[config.mk]
export PLATFORM = sky130hd
export DESIGN_NAME = bpa_ctrl
export DESIGN_NICKNAME = d
export VERILOG_FILES = /design/src/rtl/bpa_pkg.sv /design/src/rtl/bpa_ctrl.sv
export SDC_FILE = /design/constraint.sdc
export NUM_CORES = 1
export LEC_CHECK = 0
export ABC_AREA = 1
export BUFFER_PORTS_ARGS = -buffer_cell sky130_fd_sc_hd__buf_2
export CAP_MARGIN = 10
export CORE_AREA = 2 2 39 41
export DETAILED_ROUTE_END_ITERATION = 6
export DIE_AREA = 0 0 41 43
export PLACE_DENSITY = 0.67
export SYNTH_ARGS = -nofsm -noshare
export SYNTH_HDL_FRONTEND = slang
export SYNTH_SLANG_ARGS = --single-unit
[constraint.sdc]
create_clock -name clk -period 3.5 [get_ports clk]
set_input_delay 0.175 -clock clk [delete_from_list [all_inputs] [get_ports clk]]
set_output_delay 0.175 -clock clk [all_outputs]
set_load 0.1 [all_outputs]
[src/rtl/bpa_pkg.sv]
`timescale 1ns / 1ps
// ----------------------------------------------------------------------------
// bpa_pkg: shared definitions of the bitmap page allocator
// Operation and status codes, fixed field widths and the command and status
// bundles that pass between the controller and the datapath.
// ----------------------------------------------------------------------------
package bpa_pkg;

	// fixed field widths
	localparam int FUNC_W   = 2;
	localparam int IDX_W    = 16;
	localparam int NUM_W    = 16;
	localparam int STATUS_W = 3;
	localparam int CNT_W    = 17;

	// map sizing: 4096-byte pages, eight bits to a byte
	localparam int PAGE_SHIFT = 12;
	localparam int BYTE_SHIFT = 3;

	// operation codes
	localparam logic [FUNC_W-1:0] FUNC_ALLOC = 2'd0;
	localparam logic [FUNC_W-1:0] FUNC_FREE  = 2'd1;
	localparam logic [FUNC_W-1:0] FUNC_INIT  = 2'd2;
	localparam logic [FUNC_W-1:0] FUNC_NOP   = 2'd3;

	// status codes
	localparam logic [STATUS_W-1:0] ST_OK     = 3'd0;
	localparam logic [STATUS_W-1:0] ST_NONE   = 3'd1;
	localparam logic [STATUS_W-1:0] ST_NOINIT = 3'd2;
	localparam logic [STATUS_W-1:0] ST_RANGE  = 3'd3;
	localparam logic [STATUS_W-1:0] ST_DOUBLE = 3'd4;

	// controller to datapath
	typedef struct packed {
		logic                accept;       // latch page index and its word split
		logic                init_start;   // latch clamped count and reservation
		logic                init_step;    // write one map word of the rebuild
		logic                init_finish;  // arm the map, load the result
		logic                alloc_rd;     // read the word at the search hint
		logic                hint_inc;     // advance the hint, read the next word
		logic                alloc_commit; // clear the lowest free bit, load result
		logic                free_rd;      // read the word that holds the page
		logic                free_commit;  // set the page bit, load result
		logic                plain_load;   // load a result with no map change
		logic [STATUS_W-1:0] plain_status;
	} bpa_cmd_t;

	// datapath to controller
	typedef struct packed {
		logic ready;      // map has been initialized
		logic none_free;  // free page count is zero
		logic in_range;   // latched page index is below the map size
		logic word_zero;  // read word has no free page
		logic sweep_last; // rebuild is at the last map word
	} bpa_sts_t;

endpackage

[src/rtl/bpa_ctrl.sv]
`timescale 1ns / 1ps
// ----------------------------------------------------------------------------
// bpa_ctrl: allocator controller
// Takes one word at a time, sequences the map reads and writes of each
// operation and owns the valid bit of the output register.
// ----------------------------------------------------------------------------
module bpa_ctrl
	import bpa_pkg::*;
(
	input  logic              clk,
	input  logic              arst_n,
	input  logic              in_valid,
	output logic              in_stall,
	input  logic [FUNC_W-1:0] func,
	output logic              out_valid,
	input  logic              out_stall,
	output bpa_cmd_t          cmd,
	input  bpa_sts_t          sts
);

	localparam logic [2:0] S_IDLE      = 3'd0;
	localparam logic [2:0] S_ALLOC     = 3'd1;
	localparam logic [2:0] S_ALLOC_CHK = 3'd2;
	localparam logic [2:0] S_FREE      = 3'd3;
	localparam logic [2:0] S_FREE_CHK  = 3'd4;
	localparam logic [2:0] S_INIT      = 3'd5;
	localparam logic [2:0] S_INIT_END  = 3'd6;
	localparam logic [2:0] S_PLAIN     = 3'd7;

	logic [2:0]          state_q, state_d;
	logic [STATUS_W-1:0] code_q, code_d;
	logic                out_valid_q;
	logic                slot_free;
	logic                load;

	// output slot is free when empty or being taken this cycle
	assign slot_free = !out_valid_q || !out_stall;
	assign in_stall  = (state_q != S_IDLE);
	assign out_valid = out_valid_q;
	assign load      = cmd.free_commit || cmd.alloc_commit || cmd.init_finish ||
		cmd.plain_load;

	// sequence the operation
	always_comb begin
		state_d = state_q;
		code_d  = code_q;
		cmd     = '0;
		cmd.plain_status = code_q;
		case (state_q)
			S_IDLE: begin
				if (in_valid) begin
					cmd.accept = 1'b1;
					case (func)
						FUNC_ALLOC: state_d = S_ALLOC;
						FUNC_FREE:  state_d = S_FREE;
						FUNC_INIT: begin
							cmd.init_start = 1'b1;
							state_d        = S_INIT;
						end
						default: begin
							code_d  = ST_OK;
							state_d = S_PLAIN;
						end
					endcase
				end
			end
			S_ALLOC: begin
				if (!sts.ready) begin
					code_d  = ST_NOINIT;
					state_d = S_PLAIN;
				end else if (sts.none_free) begin
					code_d  = ST_NONE;
					state_d = S_PLAIN;
				end else begin
					cmd.alloc_rd = 1'b1;
					state_d      = S_ALLOC_CHK;
				end
			end
			S_ALLOC_CHK: begin
				if (sts.word_zero) begin
					cmd.hint_inc = 1'b1;
				end else if (slot_free) begin
					cmd.alloc_commit = 1'b1;
					state_d          = S_IDLE;
				end
			end
			S_FREE: begin
				if (!sts.ready) begin
					code_d  = ST_NOINIT;
					state_d = S_PLAIN;
				end else if (!sts.in_range) begin
					code_d  = ST_RANGE;
					state_d = S_PLAIN;
				end else begin
					cmd.free_rd = 1'b1;
					state_d     = S_FREE_CHK;
				end
			end
			S_FREE_CHK: begin
				if (slot_free) begin
					cmd.free_commit = 1'b1;
					state_d         = S_IDLE;
				end
			end
			S_INIT: begin
				cmd.init_step = 1'b1;
				if (sts.sweep_last) begin
					state_d = S_INIT_END;
				end
			end
			S_INIT_END: begin
				if (slot_free) begin
					cmd.init_finish = 1'b1;
					state_d         = S_IDLE;
				end
			end
			S_PLAIN: begin
				if (slot_free) begin
					cmd.plain_load = 1'b1;
					state_d        = S_IDLE;
				end
			end
			default: state_d = S_IDLE;
		endcase
	end

	// state, plain result code and output valid
	always_ff @(posedge clk or negedge arst_n) begin
		if (!arst_n) begin
			state_q     <= S_IDLE;
			code_q      <= ST_OK;
			out_valid_q <= 1'b0;
		end else begin
			state_q     <= state_d;
			code_q      <= code_d;
			out_valid_q <= load || (out_valid_q && out_stall);
		end
	end

	// a result never overwrites one that is still waiting
	a_load_slot: assert property (@(posedge clk) disable iff (!arst_n)
		load |-> slot_free)
		else $error("result loaded over a waiting word");

	// at most one result source per cycle
	a_one_load: assert property (@(posedge clk) disable iff (!arst_n)
		$onehot0({cmd.free_commit, cmd.alloc_commit, cmd.init_finish, cmd.plain_load}))
		else $error("more than one result source");

	// an accepted word always starts an operation
	a_accept_busy: assert property (@(posedge clk) disable iff (!arst_n)
		(in_valid && !in_stall) |=> (state_q != S_IDLE))
		else $error("accepted word dropped");

	// allocation searches only a ready map with free pages
	a_alloc_rd: assert property (@(posedge clk) disable iff (!arst_n)
		cmd.alloc_rd |-> (sts.ready && !sts.none_free))
		else $error("search started without free pages");

	// allocation commits only on a word that holds a free page
	a_alloc_hit: assert property (@(posedge clk) disable iff (!arst_n)
		cmd.alloc_commit |-> !sts.word_zero)
		else $error("allocation from an empty word");

endmodule

## Word level (Yosys, flattened, before mapping)

Cells that the tools add are included.

| word-level totals | value |
|---|---|
| register bits after elaboration | 7 |
| bits of input ports | 11 |

| cells by class | value |
|---|---|
| equal/unequal tests | 15 |
| muxes and demuxes | 34 |
| reductions and logical operators | 16 |

Operators by type and width:

| cell | number |
|---|---|
| two-way mux 3 bit | 13 |
| case mux 3 bit (3 select lines) | 2 |
| case mux 3 bit (6 select lines) | 1 |
| two-way mux 1 bit | 14 |
| == test 3 bit, second input constant | 4 |
| two-way mux 2 bit | 4 |
| inequality test 2 bit, second input constant | 4 |
| == test 3 x 2 -> 1 bit, second input constant | 2 |
| inequality test 3 bit, second input constant | 2 |
| nonzero test 3 bit | 2 |
| OR reduction 3 bit | 2 |
| logical OR 1 bit | 5 |
| AND reduction 5 bit | 1 |
| == test 3 x 1 -> 1 bit, second input constant | 1 |
| zero test 3 bit | 1 |
| AND reduction 3 bit | 1 |
| == test 2 x 1 -> 1 bit, second input constant | 1 |
| == test 2 bit, second input constant | 1 |
| zero test 1 bit | 2 |
| zero test 2 bit | 1 |
| logical AND 1 bit | 1 |

## Depth between registers and ports, before layout

Gate-level depths: netlist of run 1.

| depth | value |
|---|---|
| depth in word-level cells | 9 |
| gate-level depth with buffers | 8 |
| depth with buffers taken out | 8 |

## Worst setup path before layout of run 1

Ideal clock, no wire load.

| timing path | value |
|---|---|
| path type | register -> output |
| start point | reg state_q[1] |
| end point | out cmd[11] (netlist name) |
| arrival | 3269 ps |
| slack | 56 ps |
| stages on the path, launching flop included | 6 |
| path buffers | 0 |
| cells stage by stage | dfrtp_1 -> nor2_1 -> nand2_2 -> inv_2 -> nand2_1 -> nor3_1 |

RTL lines:

| what | RTL line | source |
|---|---|---|
| from (decl) | bpa_ctrl.sv:30 | `logic [2:0] state_q, state_d;` |
| from (signal assigned) | bpa_ctrl.sv:134 | `state_q <= state_d;` |
| to (decl) | bpa_ctrl.sv:17 | `output bpa_cmd_t cmd,` |

==> impl_metrics.py, run 1 <==
metrics = {
    "worst_setup_path": {
        "critPathSlowestCell": "buf_2",
        "worst-setup-path-type": "reg2out",
        "worstPathCellList": "nor2_1, nand2_2, inv_2, nand2_1, nor3_1, buf_2",
        "worst_r2r_path_depth": 6,
        "r2r_setup_slack_ns": 2.13,
        "cp-end-kind": "output pin",
        "r2r-end": "state_q[2]$_DFFE_PN0P_",
        "start_kind": "register",
        "r2r-start": "state_q[1]$_DFFE_PN0P_",
        "arrival_ns": 1.76,
        "required_ns": 3.32,
        "startpoint": "state_q[1]$_DFFE_PN0P_",
        "crit_fanout": 6,
        "critPathMaxStageDelay_ns": 0.45,
    },
    "global_route": {
        "top_usage_layer": "met2",
        "grt_pass1_wl_um": 1870,
        "gr-total-overflow": 0,
        "grt_max_degree": 8,
        "grt_use_met2_pct": 21.6,
        "antenna_found_initial": 0,
        "met1_usage_pct": 21.5,
        "grt_usage_pct": 15.1,
        "use_met3_pct": 4.71,
        "grt_pass1_vias": 463,
    },
    "timing": {
        "min_period_over_period_pct": 55.2,
        "setup-violations-final": 0,
        "period_needed_ns": 1.93,
        "hold_viol_final": 0,
        "skew_ns": 0.00181,
        "rsz0062_at_grt": "no",
        "drv_slew": 0,
        "max_freq_mhz": 517,
        "tns_ns": 0,
    },
    "synthesis": {
        "yosys.cell_count.top_type": "nand2_1",
        "synthArstFlopShare_pct": 100,
        "synth_edf_count": 0,
        "synth_seq_area_share_pct": 30.8,
        "netlist_area_um2": 488,
        "synth.distinct_cells": 18,
        "synth_top_area_cell": "dfrtp_1",
        "ys_ff_latch": 6,
        "ys.flop_type": "dfrtp_1",
        "syn_nets": 88,
        "syn-instance-count": 77,
        "yosys.area.top_type_share_pct": 30.8,
        "post_synth_main_area_contributors": "dfrtp_1, nand2_1, nand3_1",
        "synth_commonest_cells": "nand2_1, inv_1, nand3_1, dfrtp_1, nor3_1",
        "yosys_warnings": 0,
        "avgSynthCellArea_um2": 6.34,
    },
    "detailed_routing": {
        "num_vias": 553,
        "firstDrtPassIters": 4,
        "drt-total-wl_um": 1090,
        "initialDrtViolationCount": 17,
        "post-route-drc-count": 0,
        "wire_per_inst_um": 9.10,
        "ant_nets": 0,
        "viasPerCell": 4.61,
    },
    "finish": {
        "antenna_cells": 0,
        "final_layout_size_suffix_gt1_share_pct": 35.6,
        "fillers": 158,
        "area_growth_pct": 33.8,
        "layoutNonFillerInstCount": 120,
        "final_nets": 117,
        "multi_input_area_um2": 282,
        "regArea_um2": 150,
    },
    "placement": {
        "placed_cells": 116,
        "io_buffer_count": 24,
        "gp_congestion": 0.792,
        "dp_hpwl_um": 909,
    },
    "clocking": {
        "h-tree-depth": 1,
        "cts_sinks": 6,
        "cts.path.max_buffers": 2,
        "cts_tree": "built",
        "path_clk_slew_ns": 0.04,
        "cts_buffers": 3,
        "clock_latency_ns": 0.23,
        "root_buffer": "clkbuf_4",
    },
    "hold_path": {
        "whs_endpoint": "out_valid$_DFF_PN0_",
        "hold_class": "in2reg",
        "hold_start": "out_stall",
        "hold-path-cell-count": 3,
    },
    "die": {
        "die_w_um": 41,
        "top_level_ports": 26,
        "rows": 14,
        "core_area_um2": 1380,
        "start_util_pct": 35.3,
        "dieArea_um2": 1760,
        "dieHeight_um": 43,
    },
    "run": {
        "maxCapViolations": 0,
    },
    "outcome": {
        "status": "finished clean",
    },
}
==> layout make-up <==
cell class                      count  share of cell area, %
Multi-Input combinational cell     57                   43.1
Sequential cell                     6                   23.0
Timing Repair Buffer               25                   19.9
Inverter                           13                   7.47
Clock buffer                        3                   3.45
Tap cell                           16                   3.07
==> cell families (layout without fill, tap and decap cells) <==
kind of cell    count (synthesis)  in the layout  share of synthesized area, %
compound gates                  8              8                          11.3
buf+inv                        14             41                          11.5
flops                           6              6                          30.8
other cells                     1              1                         0.768
simple gates                   48             48                          45.6
==> worst max-delay path, delay by kind of cell (launching register included) <==
family	cells	cell delay (ns)
buffers and inverters	2	0.54
flip-flops	1	0.44
AND/OR/NAND/NOR	4	0.55
==> layer usage <==
metal | up-vias | share of wire [%]
met3 | 0 | 7.6
met5 | - | 0
met4 | 0 | 0
met2 | 25 | 44
met1 | 229 | 48
li1 | 299 | -
==> timing repair <==
item,4_1_cts,5_1_grt
gates resized for setup,0,0
hold buffers,1,0
hold endpoints to repair,6,0
buffers inserted,0,0
==> sequential cells by signal, summed over array words and instances, names as in the netlist <==
signal,cells
code_q,2
state_q,3
out_valid,1
==> worst max path at each step <==
stage                     endpoint  slack [ns]  cells after the start
final                      cmd[11]        1.57                      6
after CTS                  cmd[11]        1.56                      6
after detailed placement   cmd[11]        1.84                      6
after floorplan            cmd[11]        0.06                      5
after global placement     cmd[11]        1.88                      6
after global routing       cmd[11]        1.36                      6
==> cell usage in the layout (no fill, tap or decap) <==
cell / count
buf_2: 24
inv_2: 2
nor2_1: 3
nand3_2: 1
clkbuf_4: 3
nand2_2: 3
nand3_1: 9
o21ai_2: 2
dfrtp_1: 6
nand2_1: 23
dlygate4sd3_1: 1
nor2_2: 2
nor3_1: 5
nand4_1: 1
o21ai_0: 1
inv_1: 11
a21oi_1: 2
o21bai_1: 3
conb_1: 1
nand3b_1: 1
==> per-stage QoR <==
| step | setup WS, ns | cell area [um^2] | hold WS (ns) | util [%] |
|---|---|---|---|---|
| after floorplan | 0.0563 | 488 | -0.121 | - |
| after global placement | 1.88 | 621 | 0.0000556 | 44.8 |
| after detailed placement | 1.84 | 621 | 0.00223 | 44.8 |
| after CTS | 1.56 | 653 | 0.262 | 47.2 |
| after global routing | 1.36 | 653 | 0.288 | 47.2 |
| final | 1.57 | 653 | 0.267 | 47.2 |
Power of run 1 is left out: the tool's default activity adds up to more than one toggle a clock period on the data nets, which glitch-free logic cannot reach.
==> run 2: changes to the inputs <==
==> constraint.sdc (replaced) <==
create_clock -name clk -period 2.03 [get_ports clk]
set_input_delay 0.1015 -clock clk [delete_from_list [all_inputs] [get_ports clk]]
set_output_delay 0.1015 -clock clk [all_outputs]
set_load 0.1 [all_outputs]
==> run 2 against run 1 <==
- first-iteration DRC count decreased by 18%
- largest cell class unchanged
- design area increased by 5.7%
- critical path type unchanged
- global-route usage increased by 2.2 points
- utilization increased by 2.7 points
- register-to-register slack got worse by 1.5 ns
- hold slack got worse by 0.075 ns
- clock-buffer cell count unchanged
- sequential cell count unchanged
- cell count unchanged
- wire length increased by 12%
==> impl_metrics.py, run 2 (same netlist as run 1, synthesis figures left out) <==
metrics = {
    "timing": {
        "hold_viol_final": 0,
        "drv_slew": 0,
        "max_freq_mhz": 533,
        "period_needed_ns": 1.87,
        "rsz0062_at_grt": "no",
        "setup_slack_ns": 0.155,
        "timing.hold.ws_ns": 0.192,
        "setup-violations-final": 0,
        "skew_ns": 0.00304,
        "min_period_over_period_pct": 92.4,
    },
    "finish": {
        "largest_register": "state_q",
        "area_growth_pct": 41.5,
        "largest_register_ffs": 3,
        "final_layout_size_suffix_gt1_share_pct": 40.4,
        "final_nets": 117,
        "antenna_cells": 0,
        "layoutNonFillerInstCount": 120,
        "layout_commonest_cell": "buf_2",
        "final_cell_mix": "buf_2, nand2_1, inv_1",
    },
    "global_route": {
        "grt_pass1_vias": 511,
        "gr-total-overflow": 0,
        "grt_pass1_wl_um": 2010,
        "grt_usage_pct": 17.3,
        "antenna_found_initial": 0,
        "grt_max_degree": 8,
    },
    "detailed_routing": {
        "viasPerCell": 4.77,
        "initialDrtViolationCount": 14,
        "firstDrtPassIters": 4,
        "drt-total-wl_um": 1230,
        "wire_per_inst_um": 10.2,
        "ant_nets": 0,
        "num_vias": 572,
        "post-route-drc-count": 0,
    },
    "die": {
        "dieHeight_um": 43,
        "die_w_um": 41,
        "dieArea_um2": 1760,
        "core_area_um2": 1380,
        "start_util_pct": 35.3,
        "rows": 14,
        "top_level_ports": 26,
    },
    "placement": {
        "placed_cells": 116,
        "io_buffer_count": 24,
        "dp_hpwl_um": 1000,
        "gp_congestion": 0.877,
        "place_ws_ns": 0.435,
    },
    "run": {
        "maxCapViolations": 0,
    },
    "hold_path": {
        "hold_class": "in2reg",
    },
    "worst_setup_path": {
        "critPathMaxStageDelay_ns": 0.44,
        "crit_fanout": 6,
        "start_kind": "register",
        "required_ns": 1.93,
        "worstPathCellList": "nor2_1, nand2_2, inv_2, nand2_1, nor3_2, buf_2",
        "worst-setup-path-type": "reg2out",
        "cp-end-kind": "output pin",
        "arrival_ns": 1.77,
        "critPathSlowestCell": "dfrtp_1",
    },
    "clocking": {
        "h-tree-depth": 1,
        "cts_tree": "built",
        "cts_sinks": 6,
        "path_clk_slew_ns": 0.04,
        "post_cts_buffers": 0,
        "cts.path.max_buffers": 2,
        "cts_buffers": 3,
        "clock_latency_ns": 0.24,
        "root_buffer": "clkbuf_4",
        "cts_resized": 0,
    },
    "outcome": {
        "status": "finished clean",
    },
}
-- run 2: cell type report --
cell class | count | area, um^2
Fill cell | 164 | 693
Tap cell | 16 | 20.0
Clock buffer | 3 | 22.5
Multi-Input combinational cell | 57 | 319
Sequential cell | 6 | 150
Inverter | 13 | 48.8
Timing Repair Buffer | 25 | 130
-- run 2: final timing paths --
kind	end	slack (ns)	startpoint	cells past startpoint
max in group asynchronous	code_q[1]$_DFFE_PN0P_	1.68	arst_n	2
worst max-delay path	cmd[11]	0.16	state_q[1]$_DFFE_PN0P_	6
min in group asynchronous	out_valid$_DFF_PN0_	0.21	arst_n	2
worst min-delay path	out_valid$_DFF_PN0_	0.19	out_stall	3
worst min register to register	code_q[1]$_DFFE_PN0P_	0.46	code_q[1]$_DFFE_PN0P_	2
worst max register to register	state_q[1]$_DFFE_PN0P_	0.59	state_q[1]$_DFFE_PN0P_	6
-- run 2: metrics by stage --
step / util (%) / cell area [um^2] / setup TNS (ns)
3_5_place_dp: 47.6 / 658 / 0
2_1_floorplan: - / 526 / -0.951
6_report: 49.9 / 691 / 0
5_1_grt: 49.9 / 691 / 0
3_3_place_gp: 47.6 / 658 / 0
4_1_cts: 49.9 / 691 / 0
-- run 2: metal layers --
metal	wire length (um)	part of all wire [%]	GRT usage [%]	vias up
met1	554	45	21.5	256
met3	84	6.9	9.42	0
met5	0	0	0	-
li1	-	-	-	296
met4	0	0	2.00	0
met2	586	48	26.6	20
-- run 2: worst max-delay path, delay by kind of cell (launching register included) --
family	cells	cell delay, ns
AND/OR/NAND/NOR	4	0.56
flip-flops	1	0.44
buffers and inverters	2	0.53
-- run 2: repair_timing --
item | CTS | global route
hold endpoints to repair | 6 | 0
endpoints found under the setup margin | 0 | 0
hold buffers | 1 | 0
Power of run 2 is left out for the same reason.
==> run 3: changes to the inputs <==
--- a/config.mk
+++ b/config.mk
@@ -7,7 +7,6 @@
 export LEC_CHECK = 0
 export ABC_AREA = 1
 export BUFFER_PORTS_ARGS = -buffer_cell sky130_fd_sc_hd__buf_2
-export CAP_MARGIN = 10
 export CORE_AREA = 2 2 39 41
 export DETAILED_ROUTE_END_ITERATION = 6
 export DIE_AREA = 0 0 41 43
==> constraint.sdc (replaced) <==
create_clock -name clk -period 2.03 [get_ports clk]
set_input_delay 0.1015 -clock clk [delete_from_list [all_inputs] [get_ports clk]]
set_output_delay 0.1015 -clock clk [all_outputs]
set_load 0.01 [all_outputs]
==> run 3 against run 2 <==
- design area is 5.4% lower
- maximum frequency is 18% higher
- global-route usage decreased by 1.0 points
- critical path type unchanged
==> impl_metrics.py, run 3 (same netlist as run 1, synthesis figures left out) <==
metrics = {
    "worst_setup_path": {
        "critPathMaxStageDelay_ns": 0.44,
        "crit_fanout": 6,
        "required_ns": 1.93,
        "worst-setup-path-type": "reg2out",
        "worstPathCellList": "nor2_1, nand2_2, inv_2, nand2_1, nor3_1, buf_2",
        "critPathSlowestCell": "dfrtp_1",
        "cp-end-kind": "output pin",
        "arrival_ns": 1.49,
        "start_kind": "register",
    },
    "detailed_routing": {
        "post-route-drc-count": 0,
        "viasPerCell": 4.76,
        "initialDrtViolationCount": 7,
        "ant_nets": 0,
        "firstDrtPassIters": 4,
        "num_vias": 571,
        "drt-total-wl_um": 1130,
        "wire_per_inst_um": 9.44,
    },
    "clocking": {
        "post_cts_buffers": 0,
        "root_buffer": "clkbuf_4",
        "h-tree-depth": 1,
        "clock_latency_ns": 0.24,
        "path_clk_slew_ns": 0.05,
        "cts_buffers": 3,
        "cts_sinks": 6,
        "cts_tree": "built",
        "cts.path.max_buffers": 2,
        "cts_resized": 0,
    },
    "finish": {
        "regArea_um2": 150,
        "final_layout_size_suffix_gt1_share_pct": 35.6,
        "layoutNonFillerInstCount": 120,
        "antenna_cells": 0,
        "fillers": 159,
        "layout_commonest_cell": "buf_2",
        "area_growth_pct": 33.8,
        "largest_register": "state_q",
        "largest_register_ffs": 3,
        "final_cell_mix": "buf_2, nand2_1, inv_1",
        "final_nets": 117,
        "multi_input_area_um2": 282,
    },
    "die": {
        "top_level_ports": 26,
        "core_area_um2": 1380,
        "dieHeight_um": 43,
        "rows": 14,
        "die_w_um": 41,
        "start_util_pct": 35.3,
        "dieArea_um2": 1760,
    },
    "power_and_ir_drop": {
        "p_per_area_nw_per_um2": 1380,
        "ir_drop_mv": 0.516,
        "power_leakage_nw": 0.432,
    },
    "hold_path": {
        "hold_class": "in2reg",
    },
    "placement": {
        "gp_congestion": 0.911,
        "place_ws_ns": 0.696,
        "io_buffer_count": 24,
        "dp_hpwl_um": 958,
        "placed_cells": 116,
    },
    "global_route": {
        "grt_max_degree": 8,
        "grt_pass1_vias": 525,
        "antenna_found_initial": 0,
        "grt_pass1_wl_um": 2010,
        "grt_usage_pct": 16.3,
        "gr-total-overflow": 0,
    },
    "timing": {
        "setup_slack_ns": 0.436,
        "drv_slew": 0,
        "max_freq_mhz": 627,
        "hold_viol_final": 0,
        "rsz0062_at_grt": "no",
        "min_period_over_period_pct": 78.5,
        "tns_ns": 0,
        "setup-violations-final": 0,
        "period_needed_ns": 1.59,
        "skew_ns": 0.00832,
    },
    "run": {
        "maxCapViolations": 0,
    },
    "outcome": {
        "status": "finished clean",
    },
}
## run 3: cell counts in the layout (fill, tap and decap cells not counted)
Identical to the previous run, type by type.
## run 3: critical path, delay by kind of cell (launching register included)
kind                   cells  cell delay (ns)
AND/OR/NAND/NOR            4             0.58
buffers and inverters      2             0.24
flip-flops                 1             0.44
## run 3: power breakdown
part           leakage, nW  internal [mW]  switching (mW)
logic                0.342          0.207           0.358
clock network       0.0138         0.0667          0.0409
registers           0.0762          0.173          0.0596
total                0.432          0.446           0.458
## run 3: per-layer routing
metal	global-route usage [%]	part of all wire, %
met1	21.8	45
met2	23.1	45
met3	3.66	7.7
met4	9.33	2.7
met5	0	0
## run 3: cell type report
cell class	instances	share of cell area, %
Clock buffer	3	3.45
Inverter	13	7.47
Multi-Input combinational cell	57	43.1
Sequential cell	6	23.0
Tap cell	16	3.07
Timing Repair Buffer	25	19.9
## run 3: path summary, 6_finish.rpt
kind | start | endpoint | slack (ns) | cells past startpoint
min | out_stall | out_valid$_DFF_PN0_ | 0.19 | 3
max in group asynchronous | arst_n | code_q[1]$_DFFE_PN0P_ | 1.68 | 2
max reg2reg | state_q[1]$_DFFE_PN0P_ | state_q[1]$_DFFE_PN0P_ | 0.69 | 6
max | state_q[1]$_DFFE_PN0P_ | cmd[11] | 0.44 | 6
min reg2reg | code_q[0]$_DFFE_PN0P_ | code_q[0]$_DFFE_PN0P_ | 0.46 | 2
min in group asynchronous | arst_n | out_valid$_DFF_PN0_ | 0.20 | 2
## run 3: repair_timing
| item | 4_1_cts | 5_1_grt |
|---|---|---|
| hold buffers | 1 | 0 |
| endpoints found under the setup margin | 0 | 0 |
| endpoints found under the hold margin | 6 | 0 |
## run 3: metrics by stage
step                      total power [mW]  area, um^2  hold slack, ns  utilization [%]
after floorplan                      0.638         488          -0.194                -
after global placement               0.797         621         -0.0723             44.8
after detailed placement             0.796         621         -0.0693             44.8
after CTS                            0.907         653           0.191             47.2
after global routing                  1.01         653           0.214             47.2
final                                0.904         653           0.190             47.2
No activity file was read; power rests on OpenSTA's default activity.
